<file path="src/rtl/rwss_pkg.sv">
`timescale 1ns / 1ps

package rwss_pkg;

  localparam int FRAC_BITS   = 16;
  localparam int SCREEN_ROWS = 1024;

  localparam int DIST_W   = 32;
  localparam int POS_W    = 32;
  localparam int DIR_W    = 20;
  localparam int BS_W     = 13;
  localparam int PD_W     = 16;
  localparam int TW_W     = 13;
  localparam int CFG_W    = 16;
  localparam int HEIGHT_W = 16;
  localparam int ROW_W    = 13;
  localparam int COL_W    = 12;
  localparam int BP_W     = BS_W + PD_W;

  localparam logic [BS_W-1:0] BLOCK_SIZE_RST     = BS_W'(64);
  localparam logic [PD_W-1:0] PLANE_DISTANCE_RST = PD_W'(512);
  localparam logic [TW_W-1:0] TEX_WIDTH_RST      = TW_W'(64);

  typedef enum logic [1:0] {
    CFG_BLOCK_SIZE     = 2'd0,
    CFG_PLANE_DISTANCE = 2'd1,
    CFG_TEX_WIDTH      = 2'd2
  } cfg_reg_t;

  typedef enum logic [1:0] {
    FACE_EAST  = 2'd0,
    FACE_WEST  = 2'd1,
    FACE_SOUTH = 2'd2,
    FACE_NORTH = 2'd3
  } face_t;

  // Payload carried through the divider stages alongside each item.
  typedef struct packed {
    face_t               face;
    logic                sat;
    logic [COL_W-1:0]    col;
    logic [DIST_W-1:0]   divisor;
    logic [DIST_W-1:0]   rem;
    logic [HEIGHT_W-1:0] quo;
  } div_t;

endpackage

</file>
<file path="src/rtl/rwss_div_step.sv">
`timescale 1ns / 1ps

module rwss_div_step (
  input  logic          clk,
  input  logic          rst,
  input  logic          en,
  input  logic          d_valid,
  input  rwss_pkg::div_t d,
  output logic          q_valid,
  output rwss_pkg::div_t q
);
  import rwss_pkg::*;

  logic [DIST_W:0]   rem_sh;
  logic [DIST_W:0]   diff;
  logic              ge;
  div_t              q_next;

  // One restoring step: in an unsaturated item the remainder is below the
  // divisor; the shifted value fits one extra bit, the result fits DIST_W.
  always_comb begin
    rem_sh = {d.rem, 1'b0};
    diff   = rem_sh - {1'b0, d.divisor};
    ge     = (rem_sh >= {1'b0, d.divisor});
    q_next = d;
    q_next.rem = ge ? diff[DIST_W-1:0] : rem_sh[DIST_W-1:0];
    q_next.quo = {d.quo[HEIGHT_W-2:0], ge};
  end

  always_ff @(posedge clk) begin
    if (rst) begin
      q_valid <= 1'b0;
    end else if (en) begin
      q_valid <= d_valid;
    end
  end

  always_ff @(posedge clk) begin
    if (en) begin
      q <= q_next;
    end
  end

endmodule

</file>
<file path="config.mk">
export PLATFORM = sky130hd
export DESIGN_NAME = rwss_div_step
export DESIGN_NICKNAME = d
export VERILOG_FILES = /design/src/rtl/rwss_pkg.sv /design/src/rtl/rwss_div_step.sv
export SDC_FILE = /design/constraint.sdc
export NUM_CORES = 1
export LEC_CHECK = 0
export BUFFER_PORTS_ARGS = -buffer_cell sky130_fd_sc_hd__buf_2
export CORE_ASPECT_RATIO = 1.5
export CORE_UTILIZATION = 35
export DETAILED_ROUTE_END_ITERATION = 16
export PLACE_DENSITY = 0.63
export REMOVE_ABC_BUFFERS = 1
export SKIP_CTS_REPAIR_TIMING = 1
export SLEW_MARGIN = 5
export SYNTH_ARGS = -nofsm -noshare
export SYNTH_HDL_FRONTEND = slang
export SYNTH_SLANG_ARGS = --single-unit
</file>
<file path="constraint.sdc">
create_clock -name clk -period 5.6 [get_ports clk]
set_clock_uncertainty 0.2 [all_clocks]
set_input_delay 0.56 -clock clk [delete_from_list [all_inputs] [get_ports clk]]
set_output_delay 0.56 -clock clk [all_outputs]
set_load 0.01 [all_outputs]
</file>
==> metrics.md <==
| Metric | Value |
|---|---|
| Clock tree from TritonCTS | yes |
| Sequential power share | 0.456 |
| Main combinational cell family by area after synthesis | compound AO/OA/AOI/OAI gates |
| Max-cap check violation count | 0 |
| Vias/cell | between 4 and 5 |
| Classification of the worst setup path | in -> reg |
| Synth async-reset ratio | 0 |
| Cell count after synthesis | around 450 |
| Multiplexer fraction of the synthesized cell area | 0.00379 |
| Share of synthesized cell area in and, or, nand and nor gates | 0.102 |
| Number of cells in the finished layout apart from fillers | between 800 and 900 |
| Period utilisation layout | 0.640 |
| Core area | 14700 um2 |
| Clock root buffer | clkbuf_16 |
| Antenna viol nets, final | 0 |
| Worst slew pin tran | slightly below 0.8 ns |
| Y dimension of the die | between 150 and 200 um |
| Adder-cell share of the synthesized area | 0.0795 |
| Status | completed |
| Power density over the cells | 296 nW/um2 |
| CP startpoint kind | primary input |
| First-pass GRT wire length | approximately 21 mm |
| Routed wire length on met3 | 904 um |
| Summed instance area of the synthesized netlist | ~5300 um2 |
| Number of distinct library cells after synthesis | between 50 and 60 |
| Switching power | 590 uW |
| Placer's final routability congestion estimate | between 0.8 and 0.9 |
| CTS Buffer Depth | 2 |
| Total track usage | 0.175 |
| Drc violations | 0 |
| Area fraction in compound gates after synthesis | 0.176 |
| Die ar. | roughly 16000 um2 |
| Max Freq | about 0.28 GHz |
| Final setup TNS | 0 ns |
| CP max stage cell | a21o_2 |
| Die Span X | around 100 um |
| Pin count of the biggest net entering global routing | slightly above 60 |
| Clk sinks | 96 |
| H-tree levels | 3 |
| Initial antenna violation count | 0 |
| Peak VDD IR | approximately 0.17 mV |
| Arrival time worst endpoint | ~3.5 ns |
| Number of setup violations in the final report | 0 |
| Site Rows | between 50 and 60 |
| RSZ-0062 raised after global routing | false |
| Starting density of the core | 0.361 |
| Latest clock arrival within the worst-skew pair | between 0.3 and 0.4 ns |
| Global route overflow | 0 |
| Via count of the first global-routing pass | around 4300 |
| Synth Area per Inst | about 12 um2 |
| Drt first pass iters | 4 |
| Number of flops mapped to enable cells by yosys | between 90 and 100 |
| DR WL met2 | ~7.0 mm |
| Fraction of final layout cells with drive strength greater than 1 | 0.380 |
| Count of routing violations after the opening detailed-route iteration | 290 |
| Dpl hpwl | roughly 10 mm |
| P_leak | ~3 nW |
| Count of antenna diodes in the layout | 0 |
| Clk pin slew, worst setup/hold paths | about 0.080 ns |
| Post-route minimum period | approximately 3.6 ns |
| Final Hold Vio Count | 0 |
| Final routed wire length divided by cell count | 15.5 um |
| Top fanout value on the critical path | 27 |
| Internal portion of total power | approximately 1.4 mW |
| Critical path, cell by cell | buf_2, ha_1, and2_1, a221o_1, o311ai_2, a31o_2, o2111a_1, a21o_2, buf_4, o31ai_1 |
| Sequential share of the synthesized area | 0.543 |
| CP peak stage delay | 0.50 ns |
| Xor and xnor area share after synthesis | 0.0464 |
| Net switching fraction of the power | 0.298 |
| Number of pins exceeding their max-slew limit in the final report | 0 |
| Yosys warns | 0 |
| Via total after detailed routing | approximately 4100 |
| Inst Count DP | about 830 |
| Area growth syn-to-layout | 26.7% |
| Count of input and output buffers | around 190 |
| Highest routing layer actually used | met4 |
| M1 WL | between 5 and 6 mm |
| Util after Layout | 0.457 |
| Flop-to-flop setup slack | ~4.8 ns |
| Share of power burned in the clock network | 0.301 |
| Number of primary I/O pins | between 150 and 200 |
| Layout Nets | 779 |
| Relative slew slack | 0.486 |
| Most used DFF post-synth | edfxtp_1 |
| Data required time of the critical path | ~5.5 ns |
| Worst Hold Class | in -> reg |
| Combinational cell fraction of total power | 0.242 |
| TritonCTS buffer count | 9 |
| Count of filler cells inserted in the layout | ~1400 |
| Synth Register Bits | 96 |
| Final wirelength | 13.2 mm |
| Endpoint kind of the worst setup timing path | flip-flop |
worst max-delay path: cells and delay by family:
family          cells  cell delay (ns)
simple gates        1             0.19
compound gates      6             1.81
fa+ha+maj           1             0.35
buf+inv             2             0.55
area by class of cell:
class,count,area (um2),area share
timing repair buffer,196,991,0.148
sequential,96,2870,0.429
tap,196,245,0.0366
clock inverter,6,51.3,0.00766
clock buffer,10,229,0.0342
inverter,41,154,0.0230
multi-input combinational,303,2150,0.321
worst paths after layout:
check             startpoint      end  cells after the start
setup / recovery       d[20]    q[44]                     10
hold / removal           rst  q_valid                      2
setup reg to reg     q_valid  q_valid                      2
hold reg to reg      q_valid  q_valid                      2
power by group through the flow:
stage | registers [mW] | clock network [mW] | logic, mW
floorplan | 0.965 | 0 | 0.252
global route | 0.912 | 0.650 | 0.537
detailed placement | 0.921 | 0 | 0.485
finish | 0.904 | 0.597 | 0.480
CTS | 0.906 | 0.620 | 0.487
global placement | 0.920 | 0 | 0.479
sequential cells by signal, summed over array words and instances, names as in the netlist:
register  flops
q_valid       1
q            95
per-layer routing:
layer,vias to the layer above,global-route usage
li1,2059,-
met1,1902,0.190
met2,168,0.327
met3,17,0.0394
met4,0,0.0544
met5,-,0
cell families (layout without fill, tap and decap cells):
| kind of cell | after synthesis | count (layout) |
|---|---|---|
| flip-flops | 96 | 96 |
| XOR/XNOR | 28 | 28 |
| buffers and inverters | 55 | 253 |
| multiplexers | 2 | 2 |
| adder cells (fa/ha/maj) | 33 | 33 |
| AO/OA/AOI/OAI | 127 | 127 |
| AND/OR/NAND/NOR | 113 | 113 |
stage by stage:
step	power [mW]	hold slack [ns]	setup slack (ns)	area, um2
detailed placement	1.41	0.286	1.64	6410
global route	2.10	0.152	1.76	6700
global placement	1.40	0.273	1.67	6410
floorplan	1.22	0.328	1.38	5180
CTS	2.01	0.155	2.00	6700
finish	1.98	0.166	2.02	6700
placed cells by master (no fill, tap or decap), types with 15 or more instances in the layout:
cell        n
nor2_1     19
o21ai_2    30
xor2_1     16
edfxtp_1   95
ha_1       32
inv_1      41
a21oi_1    27
a21o_1     15
buf_2     192
nand2_1    49
Yosys cell counts (10+ instances only):
library cell,instances,share of area
nor2_1,19,0.013
o21ai_0,12,0.011
inv_1,41,0.029
o21ai_2,30,0.050
edfxtp_1,95,0.54
ha_1,32,0.076
nand3_1,10,0.0095
xnor2_1,12,0.020
a21oi_1,27,0.026
nand2_1,49,0.035
xor2_1,16,0.027
a21o_1,16,0.023
Power figures use the tool's default switching activity.
